### config.mk
export PLATFORM = sky130hd
export DESIGN_NAME = grouped_leave_one_out_max_unit
export DESIGN_NICKNAME = d
export VERILOG_FILES = /design/src/design/glom_pkg.sv /design/src/design/glom_buf.sv /design/src/design/glom_track.sv /design/src/design/glom_emit.sv /design/src/design/grouped_leave_one_out_max_unit.sv
export VERILOG_INCLUDE_DIRS = /design/src /design/src/design
export SDC_FILE = /design/constraint.sdc
export NUM_CORES = 2
export LEC_CHECK = 0
export BUFFER_PORTS_ARGS = -buffer_cell sky130_fd_sc_hd__buf_2
export CAP_MARGIN = 40
export CORE_UTILIZATION = 55
export CTS_CLUSTER_SIZE = 16
export DETAILED_ROUTE_END_ITERATION = 8
export PLACE_DENSITY = 0.74
export SYNTH_ARGS = -nofsm -noshare
export SYNTH_HDL_FRONTEND = slang
export SYNTH_SLANG_ARGS = --single-unit
### constraint.sdc
create_clock -name aclk -period 32.4 [get_ports aclk]
set_input_delay 6.48 -clock aclk [delete_from_list [all_inputs] [get_ports aclk]]
set_output_delay 6.48 -clock aclk [all_outputs]
set_load 0.01 [all_outputs]
### src/design/grouped_leave_one_out_max_unit_defines.svh
// Assertion macros shared by the RTL of the leave-one-out max unit.
`ifndef GROUPED_LEAVE_ONE_OUT_MAX_UNIT_DEFINES_SVH
`define GROUPED_LEAVE_ONE_OUT_MAX_UNIT_DEFINES_SVH

`ifndef SYNTH
// checked only out of reset
`define GLOM_ASSERT(lbl, clk, rst_n, prop, msg) \
    lbl: assert property (@(posedge clk) disable iff (!rst_n) prop) else $error(msg);
// checked on every edge, reset included
`define GLOM_ASSERT_ALWAYS(lbl, clk, prop, msg) \
    lbl: assert property (@(posedge clk) prop) else $error(msg);
`else
`define GLOM_ASSERT(lbl, clk, rst_n, prop, msg)
`define GLOM_ASSERT_ALWAYS(lbl, clk, prop, msg)
`endif

`endif

### src/design/glom_pkg.sv
`default_nettype none

package glom_pkg;

    localparam int GID_W         = 16;
    localparam int DATA_W        = 32;
    localparam int MAX_GROUP_DEF = 32;

    // Per-group figures handed from the tracker to the emitter at flush time.
    typedef struct packed {
        logic [GID_W-1:0]         gid;
        logic signed [DATA_W-1:0] top;
        logic signed [DATA_W-1:0] second;
        logic                     ovf;
    } grp_stat_t;

endpackage

`default_nettype wire

### src/design/glom_buf.sv
`default_nettype none

module glom_buf #(
    parameter int DEPTH = glom_pkg::MAX_GROUP_DEF,
    parameter int AW    = $clog2(DEPTH)
) (
    input  logic                             aclk,
    input  logic                             wr_en,
    input  logic [AW-1:0]                    wr_addr,
    input  logic signed [glom_pkg::DATA_W-1:0] wr_data,
    input  logic                             rd_en,
    input  logic [AW-1:0]                    rd_addr,
    output logic signed [glom_pkg::DATA_W-1:0] rd_data
);
    import glom_pkg::*;

    logic signed [DATA_W-1:0] value_mem [DEPTH];
    logic signed [DATA_W-1:0] rd_data_reg;

    always_ff @(posedge aclk) begin
        if (wr_en) begin
            value_mem[wr_addr] <= wr_data;
        end
    end

    // hold read data until the next read
    always_ff @(posedge aclk) begin
        if (rd_en) begin
            rd_data_reg <= value_mem[rd_addr];
        end
    end

    assign rd_data = rd_data_reg;

endmodule

`default_nettype wire

### src/design/glom_track.sv
`default_nettype none

module glom_track #(
    parameter int MAX_GROUP = glom_pkg::MAX_GROUP_DEF,
    parameter int IDX_W     = $clog2(MAX_GROUP),
    parameter int CNT_W     = $clog2(MAX_GROUP + 1)
) (
    input  logic                               aclk,
    input  logic                               aresetn,
    input  logic                               take_en,
    input  logic [glom_pkg::GID_W-1:0]         take_gid,
    input  logic signed [glom_pkg::DATA_W-1:0] take_val,
    input  logic                               clear,
    output glom_pkg::grp_stat_t                stat,
    output logic [CNT_W-1:0]                   fill,
    output logic                               group_open,
    output logic                               wr_en,
    output logic [IDX_W-1:0]                   wr_addr,
    output logic signed [glom_pkg::DATA_W-1:0] wr_data
);
    import glom_pkg::*;

    logic                     group_open_reg, group_open_next;
    logic [GID_W-1:0]         open_group_reg, open_group_next;
    logic signed [DATA_W-1:0] top_reg, top_next;
    logic signed [DATA_W-1:0] second_reg, second_next;
    logic [CNT_W-1:0]         fill_reg, fill_next;
    logic                     ovf_reg, ovf_next;

    logic [CNT_W-1:0]         base_fill;
    logic signed [DATA_W-1:0] base_top;
    logic signed [DATA_W-1:0] base_second;
    logic                     base_ovf;

    always_comb begin
        // a closed group reads as a fresh one
        base_fill   = group_open_reg ? fill_reg   : '0;
        base_top    = group_open_reg ? top_reg    : '0;
        base_second = group_open_reg ? second_reg : '0;
        base_ovf    = group_open_reg ? ovf_reg    : 1'b0;

        group_open_next = group_open_reg;
        open_group_next = open_group_reg;
        top_next        = top_reg;
        second_next     = second_reg;
        fill_next       = fill_reg;
        ovf_next        = ovf_reg;
        wr_en           = 1'b0;
        wr_addr         = IDX_W'(base_fill);

        if (clear) begin
            group_open_next = 1'b0;
            top_next        = '0;
            second_next     = '0;
            fill_next       = '0;
            ovf_next        = 1'b0;
        end else if (take_en) begin
            group_open_next = 1'b1;
            open_group_next = take_gid;
            top_next        = base_top;
            second_next     = base_second;
            fill_next       = base_fill;
            ovf_next        = base_ovf;
            if (base_fill >= CNT_W'(MAX_GROUP)) begin
                // drop the item, mark the group
                ovf_next = 1'b1;
            end else begin
                wr_en     = 1'b1;
                fill_next = base_fill + CNT_W'(1);
                if (base_fill == '0) begin
                    top_next    = take_val;
                    second_next = '0;
                end else if (base_fill == CNT_W'(1)) begin
                    if (take_val >= base_top) begin
                        second_next = base_top;
                        top_next    = take_val;
                    end else begin
                        second_next = take_val;
                    end
                end else if (take_val >= base_top) begin
                    second_next = base_top;
                    top_next    = take_val;
                end else if (take_val >= base_second) begin
                    second_next = take_val;
                end
            end
        end
    end

    always_ff @(posedge aclk) begin
        if (!aresetn) begin
            group_open_reg <= 1'b0;
            open_group_reg <= '0;
            top_reg        <= '0;
            second_reg     <= '0;
            fill_reg       <= '0;
            ovf_reg        <= 1'b0;
        end else begin
            group_open_reg <= group_open_next;
            open_group_reg <= open_group_next;
            top_reg        <= top_next;
            second_reg     <= second_next;
            fill_reg       <= fill_next;
            ovf_reg        <= ovf_next;
        end
    end

    assign stat.gid    = open_group_reg;
    assign stat.top    = top_reg;
    assign stat.second = second_reg;
    assign stat.ovf    = ovf_reg;
    assign fill        = fill_reg;
    assign group_open  = group_open_reg;
    assign wr_data     = take_val;

endmodule

`default_nettype wire

### src/design/glom_emit.sv
`default_nettype none

module glom_emit #(
    parameter int MAX_GROUP = glom_pkg::MAX_GROUP_DEF,
    parameter int IDX_W     = $clog2(MAX_GROUP),
    parameter int CNT_W     = $clog2(MAX_GROUP + 1)
) (
    input  logic                               aclk,
    input  logic                               aresetn,
    input  logic                               start,
    input  glom_pkg::grp_stat_t                stat,
    input  logic [CNT_W-1:0]                   fill,
    output logic                               rd_en,
    output logic [IDX_W-1:0]                   rd_addr,
    input  logic signed [glom_pkg::DATA_W-1:0] rd_data,
    output logic                               issuing,
    output logic                               idle,
    output logic                               m_valid,
    input  logic                               m_ready,
    output logic [glom_pkg::GID_W-1:0]         m_out_group,
    output logic signed [glom_pkg::DATA_W-1:0] m_item_value,
    output logic signed [glom_pkg::DATA_W-1:0] m_other_max,
    output logic                               m_group_last,
    output logic                               m_lone_item,
    output logic                               m_overflowed
);
    import glom_pkg::*;

    grp_stat_t                snap_reg;
    logic [CNT_W-1:0]         snap_fill_reg;
    logic                     issuing_reg;
    logic [IDX_W-1:0]         rd_idx_reg;
    logic                     rd_vld_reg;
    logic [IDX_W-1:0]         s1_idx_reg;

    logic                     m_valid_reg;
    logic [GID_W-1:0]         out_group_reg;
    logic signed [DATA_W-1:0] item_value_reg;
    logic signed [DATA_W-1:0] other_max_reg;
    logic                     group_last_reg;
    logic                     lone_item_reg;
    logic                     overflowed_reg;

    logic [IDX_W-1:0]         last_idx;
    logic                     s1_adv;
    logic                     lone;

    assign last_idx = IDX_W'(snap_fill_reg - CNT_W'(1));
    assign lone     = (snap_fill_reg == CNT_W'(1));
    assign s1_adv   = rd_vld_reg && (!m_valid_reg || m_ready);
    assign rd_en    = issuing_reg && (!rd_vld_reg || s1_adv);
    assign rd_addr  = rd_idx_reg;

    always_ff @(posedge aclk) begin
        if (start) begin
            snap_reg      <= stat;
            snap_fill_reg <= fill;
        end
        if (rd_en) begin
            s1_idx_reg <= rd_idx_reg;
        end
        if (s1_adv) begin
            out_group_reg  <= snap_reg.gid;
            item_value_reg <= rd_data;
            other_max_reg  <= lone ? '0 :
                              ((rd_data == snap_reg.top) ? snap_reg.second : snap_reg.top);
            group_last_reg <= (s1_idx_reg == last_idx);
            lone_item_reg  <= lone;
            overflowed_reg <= snap_reg.ovf;
        end
    end

    always_ff @(posedge aclk) begin
        if (!aresetn) begin
            issuing_reg <= 1'b0;
            rd_idx_reg  <= '0;
            rd_vld_reg  <= 1'b0;
            m_valid_reg <= 1'b0;
        end else begin
            if (start) begin
                issuing_reg <= 1'b1;
                rd_idx_reg  <= '0;
            end else if (rd_en) begin
                rd_idx_reg <= rd_idx_reg + IDX_W'(1);
                if (rd_idx_reg == last_idx) begin
                    issuing_reg <= 1'b0;
                end
            end

            if (rd_en) begin
                rd_vld_reg <= 1'b1;
            end else if (s1_adv) begin
                rd_vld_reg <= 1'b0;
            end

            if (s1_adv) begin
                m_valid_reg <= 1'b1;
            end else if (m_ready) begin
                m_valid_reg <= 1'b0;
            end
        end
    end

    assign issuing      = issuing_reg;
    assign idle         = !issuing_reg && !rd_vld_reg;
    assign m_valid      = m_valid_reg;
    assign m_out_group  = out_group_reg;
    assign m_item_value = item_value_reg;
    assign m_other_max  = other_max_reg;
    assign m_group_last = group_last_reg;
    assign m_lone_item  = lone_item_reg;
    assign m_overflowed = overflowed_reg;

endmodule

`default_nettype wire

### src/design/grouped_leave_one_out_max_unit.sv
// Leave-one-out maximum over contiguous groups.
// Input channel s_*: one (group id, value, end of stream) item per handshake.
// Output channel m_*: one result per stored item of a closed group, in arrival
// order, carrying the largest value among the other items of that group.
// A group closes when an item with a new group id arrives (the old group is
// emitted first, then the item opens the new group) or when an item carries
// end of stream (that item joins and the group is emitted at once).
// Throughput: one item per cycle while a group collects. A flush reads the
// value memory one entry per cycle while the output moves, with s_ready low
// until every read has been issued; the first result passes through the flush
// start, the memory read and the output register; results then follow one per
// cycle while m_ready stays high. A group change adds the ST_TAKE reload.
// Items beyond MAX_GROUP are dropped and the group's results flag overflow.
// A stall on m_ready holds the output register and then the read stage;
// reading, and with it input acceptance, resumes as soon as it moves again.
// Reset (aresetn low, synchronous) closes any open group and empties the
// result pipeline; the value memory needs no clearing.
`default_nettype none
`include "grouped_leave_one_out_max_unit_defines.svh"

module grouped_leave_one_out_max_unit #(
    parameter int MAX_GROUP = glom_pkg::MAX_GROUP_DEF
) (
    input  logic                               aclk,
    input  logic                               aresetn,
    input  logic                               s_valid,
    output logic                               s_ready,
    input  logic [glom_pkg::GID_W-1:0]         s_group_id,
    input  logic signed [glom_pkg::DATA_W-1:0] s_sample_value,
    input  logic                               s_end_of_stream,
    output logic                               m_valid,
    input  logic                               m_ready,
    output logic [glom_pkg::GID_W-1:0]         m_out_group,
    output logic signed [glom_pkg::DATA_W-1:0] m_item_value,
    output logic signed [glom_pkg::DATA_W-1:0] m_other_max,
    output logic                               m_group_last,
    output logic                               m_lone_item,
    output logic                               m_overflowed
);
    import glom_pkg::*;

    localparam int IDX_W = $clog2(MAX_GROUP);
    localparam int CNT_W = $clog2(MAX_GROUP + 1);

    localparam logic [1:0] ST_IDLE  = 2'd0;
    localparam logic [1:0] ST_FLUSH = 2'd1;
    localparam logic [1:0] ST_TAKE  = 2'd2;

    logic [1:0]               state_reg, state_next;
    logic                     pend_vld_reg, pend_vld_next;
    logic [GID_W-1:0]         pend_gid_reg;
    logic signed [DATA_W-1:0] pend_val_reg;
    logic                     pend_eos_reg;
    logic                     pend_load;

    logic                     take_en;
    logic [GID_W-1:0]         take_gid;
    logic signed [DATA_W-1:0] take_val;
    logic                     flush_go;

    grp_stat_t                stat;
    logic [CNT_W-1:0]         fill;
    logic                     group_open;
    logic                     mem_wr_en;
    logic [IDX_W-1:0]         mem_wr_addr;
    logic signed [DATA_W-1:0] mem_wr_data;
    logic                     mem_rd_en;
    logic [IDX_W-1:0]         mem_rd_addr;
    logic signed [DATA_W-1:0] mem_rd_data;
    logic                     emit_issuing;
    logic                     emit_idle;

    logic                     s_accept;
    logic                     group_change;

    assign s_ready      = (state_reg == ST_IDLE) && !emit_issuing;
    assign s_accept     = s_valid && s_ready;
    assign group_change = group_open && (s_group_id != stat.gid);

    always_comb begin
        state_next    = state_reg;
        pend_vld_next = pend_vld_reg;
        pend_load     = 1'b0;
        take_en       = 1'b0;
        take_gid      = s_group_id;
        take_val      = s_sample_value;
        flush_go      = 1'b0;
        case (state_reg)
            ST_IDLE: begin
                if (s_accept) begin
                    if (group_change) begin
                        // hold the item until the old group is flushed
                        pend_load     = 1'b1;
                        pend_vld_next = 1'b1;
                        state_next    = ST_FLUSH;
                    end else begin
                        take_en = 1'b1;
                        if (s_end_of_stream) begin
                            pend_vld_next = 1'b0;
                            state_next    = ST_FLUSH;
                        end
                    end
                end
            end
            ST_FLUSH: begin
                if (emit_idle) begin
                    flush_go   = 1'b1;
                    state_next = pend_vld_reg ? ST_TAKE : ST_IDLE;
                end
            end
            ST_TAKE: begin
                take_gid = pend_gid_reg;
                take_val = pend_val_reg;
                // wait until every read of the old group has been issued
                if (!emit_issuing) begin
                    take_en       = 1'b1;
                    pend_vld_next = 1'b0;
                    state_next    = pend_eos_reg ? ST_FLUSH : ST_IDLE;
                end
            end
            default: begin
                state_next = ST_IDLE;
            end
        endcase
    end

    always_ff @(posedge aclk) begin
        if (!aresetn) begin
            state_reg    <= ST_IDLE;
            pend_vld_reg <= 1'b0;
        end else begin
            state_reg    <= state_next;
            pend_vld_reg <= pend_vld_next;
        end
    end

    always_ff @(posedge aclk) begin
        if (pend_load) begin
            pend_gid_reg <= s_group_id;
            pend_val_reg <= s_sample_value;
            pend_eos_reg <= s_end_of_stream;
        end
    end

    glom_track #(
        .MAX_GROUP (MAX_GROUP),
        .IDX_W     (IDX_W),
        .CNT_W     (CNT_W)
    ) u_track (
        .aclk       (aclk),
        .aresetn    (aresetn),
        .take_en    (take_en),
        .take_gid   (take_gid),
        .take_val   (take_val),
        .clear      (flush_go),
        .stat       (stat),
        .fill       (fill),
        .group_open (group_open),
        .wr_en      (mem_wr_en),
        .wr_addr    (mem_wr_addr),
        .wr_data    (mem_wr_data)
    );

    glom_buf #(
        .DEPTH (MAX_GROUP),
        .AW    (IDX_W)
    ) u_buf (
        .aclk    (aclk),
        .wr_en   (mem_wr_en),
        .wr_addr (mem_wr_addr),
        .wr_data (mem_wr_data),
        .rd_en   (mem_rd_en),
        .rd_addr (mem_rd_addr),
        .rd_data (mem_rd_data)
    );

    glom_emit #(
        .MAX_GROUP (MAX_GROUP),
        .IDX_W     (IDX_W),
        .CNT_W     (CNT_W)
    ) u_emit (
        .aclk         (aclk),
        .aresetn      (aresetn),
        .start        (flush_go),
        .stat         (stat),
        .fill         (fill),
        .rd_en        (mem_rd_en),
        .rd_addr      (mem_rd_addr),
        .rd_data      (mem_rd_data),
        .issuing      (emit_issuing),
        .idle         (emit_idle),
        .m_valid      (m_valid),
        .m_ready      (m_ready),
        .m_out_group  (m_out_group),
        .m_item_value (m_item_value),
        .m_other_max  (m_other_max),
        .m_group_last (m_group_last),
        .m_lone_item  (m_lone_item),
        .m_overflowed (m_overflowed)
    );

    `GLOM_ASSERT(a_no_wr_while_rd, aclk, aresetn, !(mem_wr_en && mem_rd_en), "buffer written during flush read")
    `GLOM_ASSERT(a_lone_is_last, aclk, aresetn, (m_valid && m_lone_item) |-> m_group_last, "lone item result not marked last")
    `GLOM_ASSERT(a_fill_bound, aclk, aresetn, fill <= CNT_W'(MAX_GROUP), "fill count beyond capacity")
    `GLOM_ASSERT(a_open_nonempty, aclk, aresetn, group_open |-> (fill != '0), "open group holds no item")

endmodule

`default_nettype wire
======== Word level (Yosys, flattened, before mapping) ========
Memories as Yosys holds them, arrays and structs flattened. A register that Yosys moved wholly into a read port is not among the register bits.
Cells that the tools add are included.
operators by class
  $lt $le $gt $ge ......................... 3
  div/mod/pow operators ................... 0
  mux-type cells .......................... 52
  shift operators ......................... 0
  reduce and logical (&&, ||, !) cells .... 24
  eq/ne operators ......................... 13
  multipliers ............................. 0
  bitwise operators ....................... 2
  $add $sub $neg .......................... 3
operators with widths
  kind                                                       count
  two-way mux 32 bit                                         13
  greater-or-equal comparator 32 bit                         2
  == test 32 bit                                             1
  two-way mux 1 bit                                          27
  two-way mux 16 bit                                         1
  != test 16 bit                                             1
  == test 6 x 1 -> 1 bit (second input constant)             2
  two-way mux 2 bit                                          6
  two-way mux 6 bit                                          2
  == test 5 bit                                              2
  nonzero test 2 bit                                         5
  != test 2 bit (second input constant)                      4
  AND reduction 4 bit                                        2
  adder 6 x 1 -> 6 bit (second input constant)               1
  greater-or-equal comparator 6 bit (second input constant)  1
  logical AND 1 bit                                          6
  zero test 6 bit                                            1
  one-hot mux 2 bit (3 select lines)                         1
  AND reduction 2 bit                                        3
  adder 5 x 1 -> 5 bit (second input constant)               1
  subtractor 5 x 1 -> 5 bit (second input constant)          1
  one-hot mux 1 bit (2 select lines)                         2
  zero test 1 bit                                            3
  != test 3 bit (second input constant)                      1
  6 further kinds                                            8
storage, ports and cells
  bits in latches ......................... 0
  logic and storage cells ................. 125
  memories ................................ 1
  flip-flop bits (word level) ............. 323
  output and inout port bits .............. 85
  memory bits (writable) .................. 1024
  ROM bits ................................ 0
memories
  memory           depth  bits a word  rd ports  clocked after Yosys merged registers in  write ports  RTL line        RTL
  u_buf.value_mem  32     32           1         1                                        1            glom_buf.sv:17  logic signed [DATA_W-1:0] value_mem [DEPTH];

======== Logic depth before layout (Yosys ltp) ========
  depth after elaboration ................. 9
  gate-level depth with buffers ........... 19
  mapped depth without buffers ............ 13

======== Cells and area by module ========
A second synthesis with hierarchy kept.
second synthesis, totals
  cell total of the unflattened synthesis .. 3483
  area, all modules ....................... 56063.8 sq um
by module, submodules not included
  module                          sequential area each (sq um)  area each (sq um)  instances  cells each
  glom_buf                        31710.4                       40812.9            1          2260
  glom_emit                       5415.2                        6746.5             1          383
  glom_track                      1761.7                        6083.3             1          692
  grouped_leave_one_out_max_unit  1531.5                        2421.1             1          148

======== Least setup slack after synthesis ========
Ideal clock, no wire load.
  kind .................................... register -> register
  from .................................... register state_reg[1]
  to ...................................... register u_track.second_reg[10]
  arrival ................................. 11.414 ns
  cell stages (with the launch flop) ...... 11
  slack ................................... 20.864 ns
  period minus slack after synthesis ...... 11.536 ns
  path buffers ............................ 3
  library setup time ...................... 0.122 ns
  cells stage by stage .................... dfxtp_1 clkbuf_1 nor4b_1 nand2b_1 clkbuf_1 a21oi_1 nand4b_1 mux2_2 clkbuf_1 a211oi_1 a221o_1
RTL lines
  element                              RTL line                               RTL
  start: declaration                   grouped_leave_one_out_max_unit.sv:49   logic [1:0] state_reg, state_next;
  start signal: assignment             grouped_leave_one_out_max_unit.sv:132  state_reg <= state_next;
  == test 2 x 1 -> 1 bit               grouped_leave_one_out_max_unit.sv:88   case (state_reg)
  two-way mux 1 bit                    grouped_leave_one_out_max_unit.sv:88
  net flush_go                         grouped_leave_one_out_max_unit.sv:59   logic flush_go;
  OR reduction 2 bit (no source line)  --
  end signal: assignment               glom_track.sv:102                      second_reg <= second_next;
  end: declaration                     glom_track.sv:26                       logic signed [DATA_W-1:0] second_reg, second_next;
The timed path passes the listed nets, and every way through them passes these cells.
A chain may end at the register's enable or synchronous reset.

======== Final worst setup path ========
  from .................................... input s_sample_value[30] in the netlist's numbering
  to ...................................... register u_track.second_reg[16]
on the way
  longest elaborated chain between the ends .. 7
ends and longest elaborated chain
  element                             RTL line                              RTL
  start: declaration                  grouped_leave_one_out_max_unit.sv:29  input logic signed [glom_pkg::DATA_W-1:0] s_sample_value,
  two-way mux 32 bit (*)              grouped_leave_one_out_max_unit.sv:88
  net mem_wr_data[30]                 grouped_leave_one_out_max_unit.sv:66  logic signed [DATA_W-1:0] mem_wr_data;
  greater-or-equal comparator 32 bit  glom_track.sv:83                      end else if (take_val >= base_second) begin
  two-way mux 32 bit                  glom_track.sv:83
  two-way mux 32 bit                  glom_track.sv:80                      end else if (take_val >= base_top) begin
  two-way mux 32 bit (*)              glom_track.sv:73                      end else if (base_fill == CNT_W'(1)) begin
  two-way mux 32 bit (*)              glom_track.sv:70                      if (base_fill == '0) begin
  two-way mux 32 bit (*)              glom_track.sv:64                      if (base_fill >= CNT_W'(MAX_GROUP)) begin
The timed path passes the listed nets; every way through them passes the cells marked *.

==> run summary <==
The critical path data arrival time is 11.12 ns. The synthesis warning total is 0. The number of global-route vias before repair is 28100. The clock period minus final worst setup slack came out at 10.50 ns. In the final design database the tool counted 2977 nets. After detailed placement, the total cell area comes to 57200 um2.

In the final timing run, aggregate negative setup slack is 0 ns. The aggregate routed wire length came out at 134 mm. The worst vdd rail ir drop came out at 63.6 uV. The buffer count from post-CTS setup fixing came out at 0. Setup violations remaining at the end of the flow were counted as 0. The first-pass iteration count of the detailed router is 8. For this block, the initial DRC count from the detailed router was 3882. For this run, the leading register cell type out of synthesis is sky130_fd_sc_hd__edfxtp_1. The filler cells instantiated in the layout total 6234. The library cell used most frequently in the layout, excluding fill and tap cells, is sky130_fd_sc_hd__edfxtp_1. Counting distinct cell types in the post-synthesis netlist gives 63. The starting density of the core is 0.557. The total DRC errors in the routed layout is 9.

After clock tree synthesis, the flow added hold-fix buffers numbering 0. The share of final-layout standard cells stronger than drive strength 1 came out at 0.274. For this design the top-level I/O count stands at 138. The clock input transition at the sequential cells of the worst setup and hold paths came out at 0.06 ns. The post-route fraction of the period consumed by the critical path is 0.324. The largest clock skew in the final design came out at 0.0256 ns. Max-cap violations in this run came to 0. The area growth from synthesis to layout is 13.7%. The final reports fail on DRC. After layout, the design draws a total of 0.00377 W.

The run finished, with violations left. The register with the most flip-flops in the layout has 1024 of them. The post-detailed-route wirelength per cell is 31.7 um. With fillers left out, the area of the finished cells amounts to 61300 um2. In this run the power density over the cells is 61.5 nW/um2. The all-layer global routing usage is 0.274. The initialized floorplan defines 114 standard-cell rows. The smallest setup slack after layout came out at 21.90 ns. In this run the worst hold path is classified as reg2reg. The routed layout has 28100 vias. The global-route wire length before repair is 192 mm. Setup repair after global routing left no endpoint under its margin. The total congestion overflow is 0. The total count of max-transition violations in the final report is 0.

The CTS sink count came out at 1379. The cell chosen for the clock root is sky130_fd_sc_hd__clkbuf_16. The cell leakage power came out at 19.4 nW. The initial antenna violation count is 0.

The worst-path maximum fanout is 61. At the pin with the least slew margin, the transition time is 0.989 ns. The die is 315 um tall. After synthesis, the mean cell area works out to 20.4 um2. The fraction of synthesis flops using an asynchronous set or reset pin is 0. The overall die area came out at 99300 um2. When the netlist entered floorplanning its net count stood at 2758. The post-cts gate resize count is 0.

The worst slack after detailed placement came out at 21.35 ns. The data required time at the worst endpoint is 33.02 ns. The flip-flop and latch count after synthesis came out at 1379. The estimated wirelength of the detail-placed design came out at 70.6 mm.

The final hold violation count came to 0. The number of standard cells after synthesis came out at 2638. The H-tree level count is 4. TritonCTS built the clock tree. The endpoint type of the worst setup path is a flop.

Once detail routing completed, the nets flagged for antenna violations numbered 0. The later-pin clock latency in the skew report came out at 0.75 ns. The startpoint type of the worst setup path is a primary input. The maximum buffer depth of the clock tree came out at 3.

The number of enable flip-flop cells after synthesis is 1280. The final weighted congestion in routability-driven placement came out at 0.887. The maximum operating frequency is 95.2 MHz. The top cell types in the final layout, fill and taps aside, are sky130_fd_sc_hd__edfxtp_1, sky130_fd_sc_hd__mux4_2, sky130_fd_sc_hd__buf_2, sky130_fd_sc_hd__clkbuf_16, sky130_fd_sc_hd__nand2_1. The placeable core region came out at 96900 um2. The worst relative slew slack came out at 0.340. The minimum hold slack is 0.420 ns. The setup path with the least slack is of type in2reg. In this run the tool buffered the top-level ports with 137 buffer cells. The diode insertion count for antenna repair is 0. The largest net degree at the start of global routing is 84. The post-synthesis cell area is 53900 um2. The TritonCTS buffer count is 132. The detailed-route vias per instance is 6.64. For this run, the register share of the synthesized area comes to 0.749. The die width came out at 315 um.
through the flow:
step	util	std cells
floorplan	-	2638
global placement	0.582	3967
detailed placement	0.590	3996
CTS	0.632	4232
global route	0.633	4235
finish	0.633	4235
cells by family (layout without fill, tap and decap cells):
kind of cell / Yosys count / after routing / synth area share
muxes: 435 / 435 / 0.156
adders and majority gates: 67 / 67 / 0.0155
and+or+nand+nor: 281 / 281 / 0.0232
xor gates and xnor gates: 66 / 66 / 0.0107
buffers and inverters: 182 / 503 / 0.0129
DFF: 1379 / 1379 / 0.749
AOI/OAI and AO/OA: 228 / 228 / 0.0320
worst paths after layout:
kind	start	to	cells past startpoint	slack (ns)
worst min register to register	u_emit.snap_reg[65]	u_emit.m_out_group[0]	0	0.42
worst min-delay path	u_emit.snap_reg[65]	u_emit.m_out_group[0]	0	0.42
worst max register to register	state_reg[1]	u_track.second_reg[16]	14	26.21
worst max-delay path	s_sample_value[30]	u_track.second_reg[16]	13	21.90
metal layers:
layer,part of all wire,wire length [um],GRT usage,vias to the layer above
met4,0.036,4820,0.104,0
met2,0.49,65900,0.439,1745
met3,0.099,13300,0.0513,287
li1,-,-,-,11300
met5,0,0,0,-
met1,0.37,50200,0.376,14800
power breakdown:
group          switching (W)  internal [W]  leakage, nW
Clock               0.000643      0.000823         2.00
Sequential         0.0000282       0.00199         12.4
Combinational       0.000160      0.000119         5.04
critical path, cell delays in order:
cell and delay (ns):
sky130_fd_sc_hd__buf_2 0.11, sky130_fd_sc_hd__mux2i_1 0.29, sky130_fd_sc_hd__inv_1 0.50, sky130_fd_sc_hd__ha_1 0.50, sky130_fd_sc_hd__nand4_1 0.24, sky130_fd_sc_hd__nor4_1 0.64
sky130_fd_sc_hd__a21boi_0 0.75, sky130_fd_sc_hd__nor4_1 0.09, sky130_fd_sc_hd__or3b_2 0.46, sky130_fd_sc_hd__buf_4 0.32, sky130_fd_sc_hd__a21oi_1 0.28, sky130_fd_sc_hd__a211oi_1 0.08
sky130_fd_sc_hd__a221o_1 0.30
synth_stat cells, types with 7 or more instances:
cell	count	area, um2
sky130_fd_sc_hd__a211oi_1	31	233
sky130_fd_sc_hd__a21oi_1	61	305
sky130_fd_sc_hd__a221o_1	31	310
sky130_fd_sc_hd__and3_1	7	43.8
sky130_fd_sc_hd__buf_1	35	131
sky130_fd_sc_hd__buf_2	9	45.0
sky130_fd_sc_hd__clkbuf_1	92	345
sky130_fd_sc_hd__dfxtp_1	99	1980
sky130_fd_sc_hd__edfxtp_1	1280	38400
sky130_fd_sc_hd__ha_1	67	838
sky130_fd_sc_hd__inv_1	44	165
sky130_fd_sc_hd__mux2_2	34	383
sky130_fd_sc_hd__mux2i_1	80	801
sky130_fd_sc_hd__mux4_2	320	7210
sky130_fd_sc_hd__nand2_1	113	424
sky130_fd_sc_hd__nand3_1	11	55.1
sky130_fd_sc_hd__nand4_1	13	81.3
sky130_fd_sc_hd__nor2_1	89	334
sky130_fd_sc_hd__nor2b_1	7	43.8
sky130_fd_sc_hd__nor3_1	7	35.0
sky130_fd_sc_hd__nor4_1	15	93.8
sky130_fd_sc_hd__o211a_1	17	170
sky130_fd_sc_hd__o21a_1	7	52.6
sky130_fd_sc_hd__o21ai_0	9	45.0
sky130_fd_sc_hd__o2bb2ai_1	32	280
sky130_fd_sc_hd__xnor2_1	8	70.1
sky130_fd_sc_hd__xor2_1	58	508
area by class of cell:
type / count / area (um2) / area share
inverters: 45 / 169 / 0.00275
flip-flops and latches: 1379 / 40400 / 0.660
multi-input cells: 1077 / 13100 / 0.214
well taps: 1276 / 1600 / 0.0260
clock buffers: 170 / 3540 / 0.0578
clock inverters: 66 / 529 / 0.00863
repair buffers: 222 / 1940 / 0.0317
(Power assumes the default switching activity.)
